### src/sfp_pkg.sv
// ----------------------------------------------------------------------------
// sfp_pkg
// Shared types, constants and the per-byte CRC-16/ARC update of the frame
// parser.
// ----------------------------------------------------------------------------
package sfp_pkg;

    localparam logic [3:0]  MAX_PAYLOAD = 4'd8;
    localparam int          STORE_DEPTH = 8;
    localparam logic [15:0] CRC_POLY    = 16'hA001;
    localparam logic [7:0]  HDR_FIRST   = 8'hAA;
    localparam logic [7:0]  HDR_SECOND  = 8'h55;

    typedef enum logic [2:0] {
        PH_HDR1   = 3'd0,
        PH_HDR2   = 3'd1,
        PH_TYPE   = 3'd2,
        PH_LEN    = 3'd3,
        PH_DATA   = 3'd4,
        PH_CRC_LO = 3'd5,
        PH_CRC_HI = 3'd6
    } t_phase;

    typedef struct packed {
        logic [7:0]  frame_type;
        logic [3:0]  payload_len;
        logic [63:0] payload_bytes;
    } t_result;

    function automatic logic [15:0] crc_step(input logic [15:0] acc, input logic [7:0] v);
        logic [15:0] c;
        c = acc ^ {8'h00, v};
        for (int k = 0; k < 8; k++) begin
            c = c[0] ? ((c >> 1) ^ CRC_POLY) : (c >> 1);
        end
        return c;
    endfunction

endpackage

### src/sfp_stream_if.sv
// ----------------------------------------------------------------------------
// sfp_stream_if
// Valid/ready channels of the frame parser: received bytes in, frames out.
// ----------------------------------------------------------------------------
interface sfp_in_if;
    logic       valid;
    logic       ready;
    logic [7:0] rx_byte;

    modport source (output valid, output rx_byte, input ready);
    modport sink   (input valid, input rx_byte, output ready);
endinterface

interface sfp_out_if;
    logic        valid;
    logic        ready;
    logic [7:0]  frame_type;
    logic [3:0]  payload_len;
    logic [63:0] payload_bytes;

    modport source (output valid, output frame_type, output payload_len,
                    output payload_bytes, input ready);
    modport sink   (input valid, input frame_type, input payload_len,
                    input payload_bytes, output ready);
endinterface

### src/sfp_in_stage.sv
// ----------------------------------------------------------------------------
// sfp_in_stage
// Input register: holds one received word until the parser consumes it.
// ----------------------------------------------------------------------------
module sfp_in_stage (
    input  logic       i_clk,
    input  logic       i_rst_n,
    input  logic       i_valid,
    input  logic [7:0] i_byte,
    output logic       o_ready,
    input  logic       i_advance,
    output logic       o_valid,
    output logic [7:0] o_byte
);

    logic       r_valid;
    logic       n_valid;
    logic [7:0] r_byte;
    logic       w_accept;

    assign o_ready  = !r_valid || i_advance;
    assign w_accept = i_valid && o_ready;
    assign n_valid  = w_accept || (r_valid && !i_advance);

    always_ff @(posedge i_clk) begin
        if (!i_rst_n) begin
            r_valid <= 1'b0;
        end else begin
            r_valid <= n_valid;
        end
    end

    always_ff @(posedge i_clk) begin
        if (w_accept) begin
            r_byte <= i_byte;
        end
    end

    assign o_valid = r_valid;
    assign o_byte  = r_byte;

endmodule

### src/sfp_parser.sv
// ----------------------------------------------------------------------------
// sfp_parser
// Frame state machine: header hunt, type, length, payload capture, running
// CRC-16/ARC and check compare, one word per consume.
// ----------------------------------------------------------------------------
module sfp_parser (
    input  logic            i_clk,
    input  logic            i_rst_n,
    input  logic            i_advance,
    input  logic [7:0]      i_byte,
    output logic            o_res_valid,
    output sfp_pkg::t_result o_result
);

    sfp_pkg::t_phase r_phase, n_phase;
    logic [7:0]  r_type, n_type;
    logic [3:0]  r_len, n_len;
    logic [3:0]  r_wi, n_wi;
    logic [7:0]  r_store [sfp_pkg::STORE_DEPTH];
    logic [7:0]  n_store [sfp_pkg::STORE_DEPTH];
    logic [7:0]  r_chk_lo, n_chk_lo;
    logic [15:0] r_crc, n_crc;
    logic [63:0] w_packed;

    always_comb begin
        for (int k = 0; k < sfp_pkg::STORE_DEPTH; k++) begin
            w_packed[8*k +: 8] = (4'(k) < r_len) ? r_store[k] : 8'h00;
        end
    end

    always_comb begin
        n_phase     = r_phase;
        n_type      = r_type;
        n_len       = r_len;
        n_wi        = r_wi;
        n_store     = r_store;
        n_chk_lo    = r_chk_lo;
        n_crc       = r_crc;
        o_res_valid = 1'b0;
        unique case (r_phase)
            sfp_pkg::PH_HDR1: begin
                if (i_byte == sfp_pkg::HDR_FIRST) begin
                    n_phase = sfp_pkg::PH_HDR2;
                end
            end
            sfp_pkg::PH_HDR2: begin
                if (i_byte == sfp_pkg::HDR_SECOND) begin
                    n_phase = sfp_pkg::PH_TYPE;
                end else if (i_byte == sfp_pkg::HDR_FIRST) begin
                    n_phase = sfp_pkg::PH_HDR2;
                end else begin
                    n_phase = sfp_pkg::PH_HDR1;
                end
            end
            sfp_pkg::PH_TYPE: begin
                n_type = i_byte;
                for (int k = 0; k < sfp_pkg::STORE_DEPTH; k++) begin
                    n_store[k] = 8'h00;
                end
                n_crc   = sfp_pkg::crc_step(16'h0000, i_byte);
                n_phase = sfp_pkg::PH_LEN;
            end
            sfp_pkg::PH_LEN: begin
                n_wi = 4'd0;
                if (i_byte > {4'd0, sfp_pkg::MAX_PAYLOAD}) begin
                    n_len   = i_byte[3:0];
                    n_phase = sfp_pkg::PH_HDR1;
                end else begin
                    n_len   = i_byte[3:0];
                    n_crc   = sfp_pkg::crc_step(r_crc, i_byte);
                    n_phase = (i_byte != 8'd0) ? sfp_pkg::PH_DATA : sfp_pkg::PH_CRC_LO;
                end
            end
            sfp_pkg::PH_DATA: begin
                if (r_wi < sfp_pkg::MAX_PAYLOAD) begin
                    n_store[r_wi[2:0]] = i_byte;
                    n_crc              = sfp_pkg::crc_step(r_crc, i_byte);
                end
                n_wi = r_wi + 4'd1;
                if (n_wi >= r_len) begin
                    n_phase = sfp_pkg::PH_CRC_LO;
                end
            end
            sfp_pkg::PH_CRC_LO: begin
                n_chk_lo = i_byte;
                n_phase  = sfp_pkg::PH_CRC_HI;
            end
            default: begin
                // crc high byte, also the unused phase code
                n_phase = sfp_pkg::PH_HDR1;
                if ({i_byte, r_chk_lo} == r_crc) begin
                    o_res_valid = 1'b1;
                end
            end
        endcase
    end

    assign o_result.frame_type    = r_type;
    assign o_result.payload_len   = r_len;
    assign o_result.payload_bytes = w_packed;

    always_ff @(posedge i_clk) begin
        if (!i_rst_n) begin
            r_phase  <= sfp_pkg::PH_HDR1;
            r_type   <= 8'h00;
            r_len    <= 4'd0;
            r_wi     <= 4'd0;
            r_chk_lo <= 8'h00;
            r_crc    <= 16'h0000;
            for (int k = 0; k < sfp_pkg::STORE_DEPTH; k++) begin
                r_store[k] <= 8'h00;
            end
        end else if (i_advance) begin
            r_phase  <= n_phase;
            r_type   <= n_type;
            r_len    <= n_len;
            r_wi     <= n_wi;
            r_chk_lo <= n_chk_lo;
            r_crc    <= n_crc;
            r_store  <= n_store;
        end
    end

endmodule

### src/sfp_out_stage.sv
// ----------------------------------------------------------------------------
// sfp_out_stage
// Result register: holds an accepted frame until the downstream side takes it.
// ----------------------------------------------------------------------------
module sfp_out_stage (
    input  logic             i_clk,
    input  logic             i_rst_n,
    input  logic             i_load,
    input  sfp_pkg::t_result i_result,
    input  logic             i_ready,
    output logic             o_can_take,
    output logic             o_valid,
    output sfp_pkg::t_result o_result
);

    logic             r_valid;
    logic             n_valid;
    sfp_pkg::t_result r_result;

    assign o_can_take = !r_valid || i_ready;
    assign n_valid    = (r_valid && !i_ready) || i_load;

    always_ff @(posedge i_clk) begin
        if (!i_rst_n) begin
            r_valid <= 1'b0;
        end else begin
            r_valid <= n_valid;
        end
    end

    always_ff @(posedge i_clk) begin
        if (i_load) begin
            r_result <= i_result;
        end
    end

    assign o_valid  = r_valid;
    assign o_result = r_result;

endmodule

### src/sync_frame_parser_crc16.sv
// ----------------------------------------------------------------------------
// sync_frame_parser_crc16
// Byte-serial receiver for frames AA 55 TYPE LEN DATA[LEN] CRC_L CRC_H with a
// CRC-16/ARC check over TYPE, LEN and DATA; good frames come out as one word.
//
//   channel  dir  word contents                                 handshake
//   i_in     in   rx_byte[7:0]                                  valid/ready
//   o_out    out  frame_type[7:0] payload_len[3:0]               valid/ready
//                 payload_bytes[63:0]
//
// one received byte per cycle while the result register is free or being taken;
// the parser state machine and its CRC byte update take one byte per consume
// a frame is loaded into the result register when its last byte leaves the input register
// synchronous active-low reset returns to header hunt; no clearing pass
// a stalled output holds its word, one more byte waits in the input register
// ----------------------------------------------------------------------------
module sync_frame_parser_crc16 (
    input  logic     i_clk,
    input  logic     i_rst_n,
    sfp_in_if.sink   i_in,
    sfp_out_if.source o_out
);

    logic             w_in_valid;
    logic [7:0]       w_in_byte;
    logic             w_can_take;
    logic             w_advance;
    logic             w_res_valid;
    sfp_pkg::t_result w_result;
    sfp_pkg::t_result w_out_result;

    assign w_advance = w_in_valid && w_can_take;

    sfp_in_stage u_in_stage (
        .i_clk     (i_clk),
        .i_rst_n   (i_rst_n),
        .i_valid   (i_in.valid),
        .i_byte    (i_in.rx_byte),
        .o_ready   (i_in.ready),
        .i_advance (w_advance),
        .o_valid   (w_in_valid),
        .o_byte    (w_in_byte)
    );

    sfp_parser u_parser (
        .i_clk       (i_clk),
        .i_rst_n     (i_rst_n),
        .i_advance   (w_advance),
        .i_byte      (w_in_byte),
        .o_res_valid (w_res_valid),
        .o_result    (w_result)
    );

    sfp_out_stage u_out_stage (
        .i_clk      (i_clk),
        .i_rst_n    (i_rst_n),
        .i_load     (w_advance && w_res_valid),
        .i_result   (w_result),
        .i_ready    (o_out.ready),
        .o_can_take (w_can_take),
        .o_valid    (o_out.valid),
        .o_result   (w_out_result)
    );

    assign o_out.frame_type    = w_out_result.frame_type;
    assign o_out.payload_len   = w_out_result.payload_len;
    assign o_out.payload_bytes = w_out_result.payload_bytes;

endmodule

### src/flat_wrapper.sv
// flat-port wrapper written by rule: the top's interface ports become plain ports
module sync_frame_parser_crc16_flat 
  (i_clk, i_rst_n, i_in_valid, i_in_rx_byte, i_in_ready, o_out_valid, o_out_frame_type, o_out_payload_len, o_out_payload_bytes, o_out_ready);
  sfp_in_if i_in_i ();
  sfp_out_if o_out_i ();
  input  logic i_clk;
  input  logic i_rst_n;
  input wire logic [$bits(i_in_i.valid)-1:0] i_in_valid;
  input wire logic [$bits(i_in_i.rx_byte)-1:0] i_in_rx_byte;
  output wire logic [$bits(i_in_i.ready)-1:0] i_in_ready;
  output wire logic [$bits(o_out_i.valid)-1:0] o_out_valid;
  output wire logic [$bits(o_out_i.frame_type)-1:0] o_out_frame_type;
  output wire logic [$bits(o_out_i.payload_len)-1:0] o_out_payload_len;
  output wire logic [$bits(o_out_i.payload_bytes)-1:0] o_out_payload_bytes;
  input wire logic [$bits(o_out_i.ready)-1:0] o_out_ready;
  assign i_in_i.valid = i_in_valid;
  assign i_in_i.rx_byte = i_in_rx_byte;
  assign i_in_ready = i_in_i.ready;
  assign o_out_valid = o_out_i.valid;
  assign o_out_frame_type = o_out_i.frame_type;
  assign o_out_payload_len = o_out_i.payload_len;
  assign o_out_payload_bytes = o_out_i.payload_bytes;
  assign o_out_i.ready = o_out_ready;
  sync_frame_parser_crc16 u_core (.i_clk(i_clk), .i_rst_n(i_rst_n), .i_in(i_in_i), .o_out(o_out_i));
endmodule
### config.mk
export PLATFORM = sky130hd
export DESIGN_NAME = sync_frame_parser_crc16_flat
export DESIGN_NICKNAME = d
export VERILOG_FILES = /design/src/sfp_pkg.sv /design/src/sfp_stream_if.sv /design/src/sfp_in_stage.sv /design/src/sfp_parser.sv /design/src/sfp_out_stage.sv /design/src/sync_frame_parser_crc16.sv /design/src/flat_wrapper.sv
export SDC_FILE = /design/constraint.sdc
export NUM_CORES = 1
export LEC_CHECK = 0
export BUFFER_PORTS_ARGS = -buffer_cell sky130_fd_sc_hd__clkbuf_2
export CORE_MARGIN = 2
export CORE_UTILIZATION = 53
export CTS_CLUSTER_SIZE = 20
export DETAILED_ROUTE_END_ITERATION = 7
export GPL_TIMING_DRIVEN = 0
export PLACE_DENSITY = 0.85
export SYNTH_ARGS = -nofsm -noshare
export SYNTH_HDL_FRONTEND = slang
export SYNTH_HIERARCHICAL = 1
export SYNTH_SLANG_ARGS = --single-unit
### constraint.sdc
create_clock -name i_clk -period 3.9 [get_ports i_clk]
set_clock_uncertainty 0.2 [all_clocks]
set_input_delay 0.585 -clock i_clk [delete_from_list [all_inputs] [get_ports i_clk]]
set_output_delay 0.585 -clock i_clk [all_outputs]
set_load 0.1 [all_outputs]
# Word level (Yosys, flattened, before mapping)
# Index checks and enable logic that the tools add are counted.
[classes] add_sub_neg=1 magnitude_cmp=13 eq_ne=12 mux=34 n_bitwise=18 reduce_logical=27
[ops] operator="2-to-1 mux 16 bit" n=18
[ops] operator="case mux 64 bit (2 select lines)" n=1
[ops] operator="bitwise mux 64 bit" n=1
[ops] operator="2-to-1 mux 64 bit" n=1
[ops] operator="case mux 16 bit (3 select lines)" n=1
[ops] operator="NOT 2 -> 3 bit" n=15
[ops] operator="demux 8 bit (select 3 bit)" n=1
[ops] operator="case mux 3 bit (6 select lines)" n=1
[ops] operator="== test 16 bit" n=1
[ops] operator="less-than comparator 3 x 4 -> 1 bit (first input constant)" n=4
[ops] operator="XOR 16 x 8 -> 16 bit" n=1
[ops] operator="2-to-1 mux 3 bit" n=3
[ops] operator="== test 8 x 7 -> 1 bit (second input constant)" n=1
[ops] operator="== test 8 bit (second input constant)" n=1
[ops] operator="greater-than comparator 8 x 4 -> 1 bit (second input constant)" n=1
[ops] operator="less-than comparator 1 x 4 -> 1 bit (first input constant)" n=2
[ops] operator="less-than comparator 2 x 4 -> 1 bit (first input constant)" n=2
[ops] operator="2-to-1 mux 8 bit" n=1
[ops] operator="!= test 2 bit (second input constant)" n=4
[ops] operator="case mux 4 bit (2 select lines)" n=1
[ops] operator="AND reduction 2 bit" n=4
[ops] operator="nonzero test 8 bit" n=1
[ops] operator="== test 3 x 2 -> 1 bit (second input constant)" n=2
[ops] operator="== test 3 bit (second input constant)" n=2
[ops] operator="19 further kinds" n=35
[totals] reg_bits=193 inputBits=12 output_inout_bits=78 wordCells=132

# Logic depth before layout (Yosys ltp)
[logic_depth] word_depth=19 depth_mapped=10 mapped_depth_nobuf=9

# Hierarchy
# Netlist, hierarchy kept.
[modules_own_cells] mod="sfp_parser" instances=1 cells_per_inst=649 area_each_um2=5392.7 seq_area_each_um2=2142.1
[modules_own_cells] mod="sfp_out_stage" instances=1 cells_per_inst=80 area_each_um2=2331.0 seq_area_each_um2=2302.2
[modules_own_cells] mod="sfp_in_stage" instances=1 cells_per_inst=13 area_each_um2=297.8 seq_area_each_um2=260.2
[modules_own_cells] mod="sync_frame_parser_crc16" instances=1 cells_per_inst=2 area_each_um2=12.5 seq_area_each_um2=0.0

# Least setup slack after synthesis
# OpenSTA, ideal clock, no wires.
[synth_path] kind="reg-to-reg" start="register u_core.u_in_stage.r_byte[6] (netlist: u_core/u_in_stage/o_byte[6])" end="register u_core.u_out_stage.r_result, in the netlist u_core/u_out_stage/o_result[0], enable pin" setup_ps=444 t_arrival_ps=3174 required_ps=3256 path_slack_ps=82 stages_incl_launch_ff=7 path_buffers=1 synth_period_minus_slack_ps=3818 path_cell_list="edfxtp_1 -> clkbuf_1 -> xor2_1 -> nor4_1 -> nand4_1 -> nor4_1 -> and3_1"
[synth_between] elab_chain_cells=4
[synth_rtl] item="from (decl)" line="sfp_in_stage.sv:18" rtl="logic [7:0] r_byte;"
[synth_rtl] item="from (signal assigned)" line="sfp_in_stage.sv:35" rtl="r_byte <= i_byte;"
[synth_rtl] item="== test 16 bit" line="sfp_parser.sv:91" rtl="if ({i_byte, r_chk_lo} == r_crc) begin"
[synth_rtl] item="2-to-1 mux 1 bit" line="sfp_parser.sv:91"
[synth_rtl] item="2-to-1 mux 1 bit" line="sfp_parser.sv:40" rtl="unique case (r_phase)"
[synth_rtl] item="net u_core.w_res_valid" line="sync_frame_parser_crc16.sv:28" rtl="logic w_res_valid;"
[synth_rtl] item="logical AND 1 bit" line="sync_frame_parser_crc16.sv:57" rtl=".i_load (w_advance && w_res_valid),"
[synth_rtl] item="to (signal assigned)" line="sfp_out_stage.sv:33" rtl="r_result <= i_result;"
[synth_rtl] item="to (decl)" line="sfp_out_stage.sv:18" rtl="sfp_pkg::t_result r_result;"
# The timed path passes the listed nets, and every way through them passes these cells.
# A chain may end at the register's enable or synchronous reset.

# Worst setup path in the final report
[layout_path] start="register u_core.u_in_stage.r_byte[6] (netlist: u_core/u_in_stage/o_byte[6])" end="register u_core.u_out_stage.r_result, in the netlist u_core/u_out_stage/o_result[1], enable pin"
# Same word-level chain as after synthesis.

==> flow_summary.toml <==
[outcome]
status = "finished, final reports clean"

[global_route]
gr-total-overflow = 0
grt_usage_pct = 22.8
grt_pass1_wl_mm = 28.7
antenna_found_initial = 0
grt_max_degree = 71
first_global_vias = 5558

[clock_tree]
numCtsBuffers = 17
clk_latency_ps = 430
h-tree-depth = 4
cts_root_buffer = "clkbuf_16"
postCtsHoldBufs = 0
clock-sinks = 193
clk_pin_slew_worst_paths_ps = 70
clockBufferDepth = 2
cts_resized = 0
post_cts_buffers = 0
cts_tree = "yes"

[detailed_routing]
wirelength_mm = 18.1
firstDrtPassIters = 6
drc = 0
dr_total_vias = 5947
via_per_inst = 5.64
drt_iter0_markers = 688
ant_nets = 0
wl_per_cell_um = 17.1

[job]
drv_cap = 0

[power]
power_switching_uw = 856
vdd.ir_drop.worst_v = 0.000305
clockPowerShare_pct = 42.3
power.leakage_uw = 0.00362
p_seq_share_pct = 53.4
swShare_pct = 21.7
internal_power_uw = 3080
power_frac_comb_pct = 4.3
power_density_nw_per_um2 = 423

[synthesis]
synthCells = 744
syn_avg_cell_area_um2 = 10.8
netlist.area_leader.share_pct = 31.4
ys_warn_count = 6
synthFlopType = "dfxtp_1"
synthArstFlopShare_pct = 0
ys_ff_latch = 193
netlist_top_cells_area = "edfxtp_1 (31%), dfxtp_1 (27%), a22oi_1 (6.0%)"
synthDistinctLibCells = 52
synth_edf_count = 84
synth_nets = 775
post-synth-top-count-cell = "dfxtp_1"
syn_area_um2 = 8030
synthTopCellsByCount = "dfxtp_1 (109), nor2_1 (103), edfxtp_1 (84)"
netlist.top_cell.by_area = "edfxtp_1"
ys_seq_area_share_pct = 58.6

[sta]
max_freq_mhz = 320
period_share_pct = 80.1
report.final.slew_viol_count = 0
relSlewSlack_pct = 21.2
setup_viol = 0
rsz0062_at_grt = "false"
worstMarginPinSlew_ps = 1170
fin_ws_ps = 775
hold_viol = 0
period_minus_slack_ps = 3120

[hold_path]
worstHoldEndpoint = "u_core/u_in_stage/o_byte[3]"
hp-class = "in2reg"
min_from = "i_in_rx_byte[3]"
hold_depth = 1

[worst_setup_path]
crit_top_cell = "nor4_1"
max_stage_delay_ps = 500
path_buf_inv = 2
r2r_end = "u_core/u_out_stage/o_result[1]"
rrSetupSlack_ps = 780
r2r.worst_path.cells = 7
worstPathArrival_ps = 3020
critical_path_class = "reg2reg"
cp_slowest_cell = "nor4_1"
worstSetupEndpointType = "flip-flop"
cp_max_fo = 70
worstReg2RegStart = "u_core/u_in_stage/o_byte[6]"
cp_top_family = "simple AND/OR/NAND/NOR gates"
worstPathCellList = "clkbuf_1, xor2_1, nor4_1, nand4_1, nor4_1, and3_4, buf_16"
critPathRequiredTime_ps = 3800
worstSetupStartpointType = "flip-flop"

[final_layout]
fillers = 1188
drive_above_1_share_pct = 17.8
diodes = 0
fin_cells = 1054
finalNetCount = 884
syn_to_final_growth_pct = 15.9

[floorplanning]
start_util_pct = 53.4
core_area_um2 = 15000
die_w_um = 127
die_h_um = 127
num_rows = 45
die_area_um2 = 16200
io_pins = 90

[place]
place.detailed.instances = 1022
place_ws_ps = 825
place_hpwl_mm = 12.2
gp_congestion = 0.982
port_buffers = 89
## through the flow
step	setup TNS, ps	cell area (um2)	hold WS (ps)	power (uW)	util (%)
floorplan	0	8030	206	2270	-
global placement	-83360	8710	214	2310	58.0
detailed placement	0	8750	224	2310	58.2
CTS	0	9310	106	3960	61.9
global route	0	9310	123	4040	61.9
finish	0	9310	123	3940	61.9
## worst register-to-register path: cells and delay by family, from the launching register on
| family | cells | cell delay (ps) |
|---|---|---|
| xor gates and xnor gates | 1 | 150 |
| buffers and inverters | 2 | 710 |
| and+or+nand+nor | 4 | 1310 |
| DFF | 1 | 350 |
## logic make-up (layout without fill, tap and decap cells)
group                      after synthesis  count (layout)  synth area share [%]
AOI/OAI and AO/OA                      146             146                  12.1
xor gates and xnor gates                50              50                  5.73
adders and majority gates               19              19                  2.96
buffers and inverters                   59             181                  3.49
DFF                                    193             193                  58.6
muxes                                    3               3                 0.374
and+or+nand+nor                        274             274                  16.8
## flip-flops by register name, indices dropped and copies added, names as in the netlist
register,cells
u_core/u_in_stage/o_byte,8
u_core/u_in_stage/o_valid,1
u_core/u_out_stage/o_result,76
u_core/u_out_stage/o_valid,1
u_core/u_parser/r_chk_lo,8
u_core/u_parser/r_crc,16
u_core/u_parser/r_len,4
u_core/u_parser/r_phase,3
u_core/u_parser/r_store,64
u_core/u_parser/r_type,8
u_core/u_parser/r_wi,4
## power by group through the flow
stage / Sequential, uW / Combinational [uW] / Clock [uW]
6_report: 2100 / 168 / 1670
5_1_grt: 2100 / 181 / 1760
4_1_cts: 2100 / 166 / 1690
3_5_place_dp: 2150 / 164 / 0
3_3_place_gp: 2150 / 163 / 0
2_1_floorplan: 2150 / 123 / 0
## worst max path at each step
stage,startpoint,end,slack [ps],depth (start not counted)
after floorplan,u_core/u_in_stage/o_byte[6],u_core/u_out_stage/o_result[0],80,6
after global placement,u_core/u_in_stage/o_byte[6],u_core/u_out_stage/o_result[74],-1100,6
after detailed placement,o_out_ready,u_core/u_parser/r_store[58],820,8
after CTS,u_core/u_in_stage/o_byte[6],u_core/u_out_stage/o_result[74],830,7
after global routing,u_core/u_in_stage/o_byte[6],u_core/u_out_stage/o_result[1],750,7
final,u_core/u_in_stage/o_byte[6],u_core/u_out_stage/o_result[1],780,7
## cell usage in the layout (no fill, tap or decap), drive strengths merged, types with 5 or more instances in the layout
cell / instances
and2: 26
nand2b: 8
edfxtp: 84
a22oi: 64
a21oi: 42
ha: 19
a211oi: 8
nor2: 103
clkbuf: 133
xnor2: 35
nand3: 10
nand4: 5
nor2b: 50
o21ai: 16
dfxtp: 109
nand2: 51
inv: 17
buf: 23
xor2: 15
## layer usage
| layer | vias to the layer above | GRT usage [%] | wire length (um) |
|---|---|---|---|
| met2 | 266 | 38.7 | 8950 |
| li1 | 2814 | - | - |
| met5 | - | 0 | 0 |
| met4 | 0 | 8.60 | 426 |
| met3 | 37 | 4.82 | 1130 |
| met1 | 2830 | 28.9 | 7570 |
## final cells by class
type	instances	area (um2)	share of cell area, %
Tap cell	188	235	2.53
Multi-Input combinational cell	492	3050	32.8
Buffer	45	228	2.45
Clock inverter	11	103	1.10
Inverter	14	52.6	0.564
Timing Repair Buffer	90	473	5.08
Clock buffer	21	462	4.96
Sequential cell	193	4700	50.5
No activity file was read; power rests on OpenSTA's default activity.
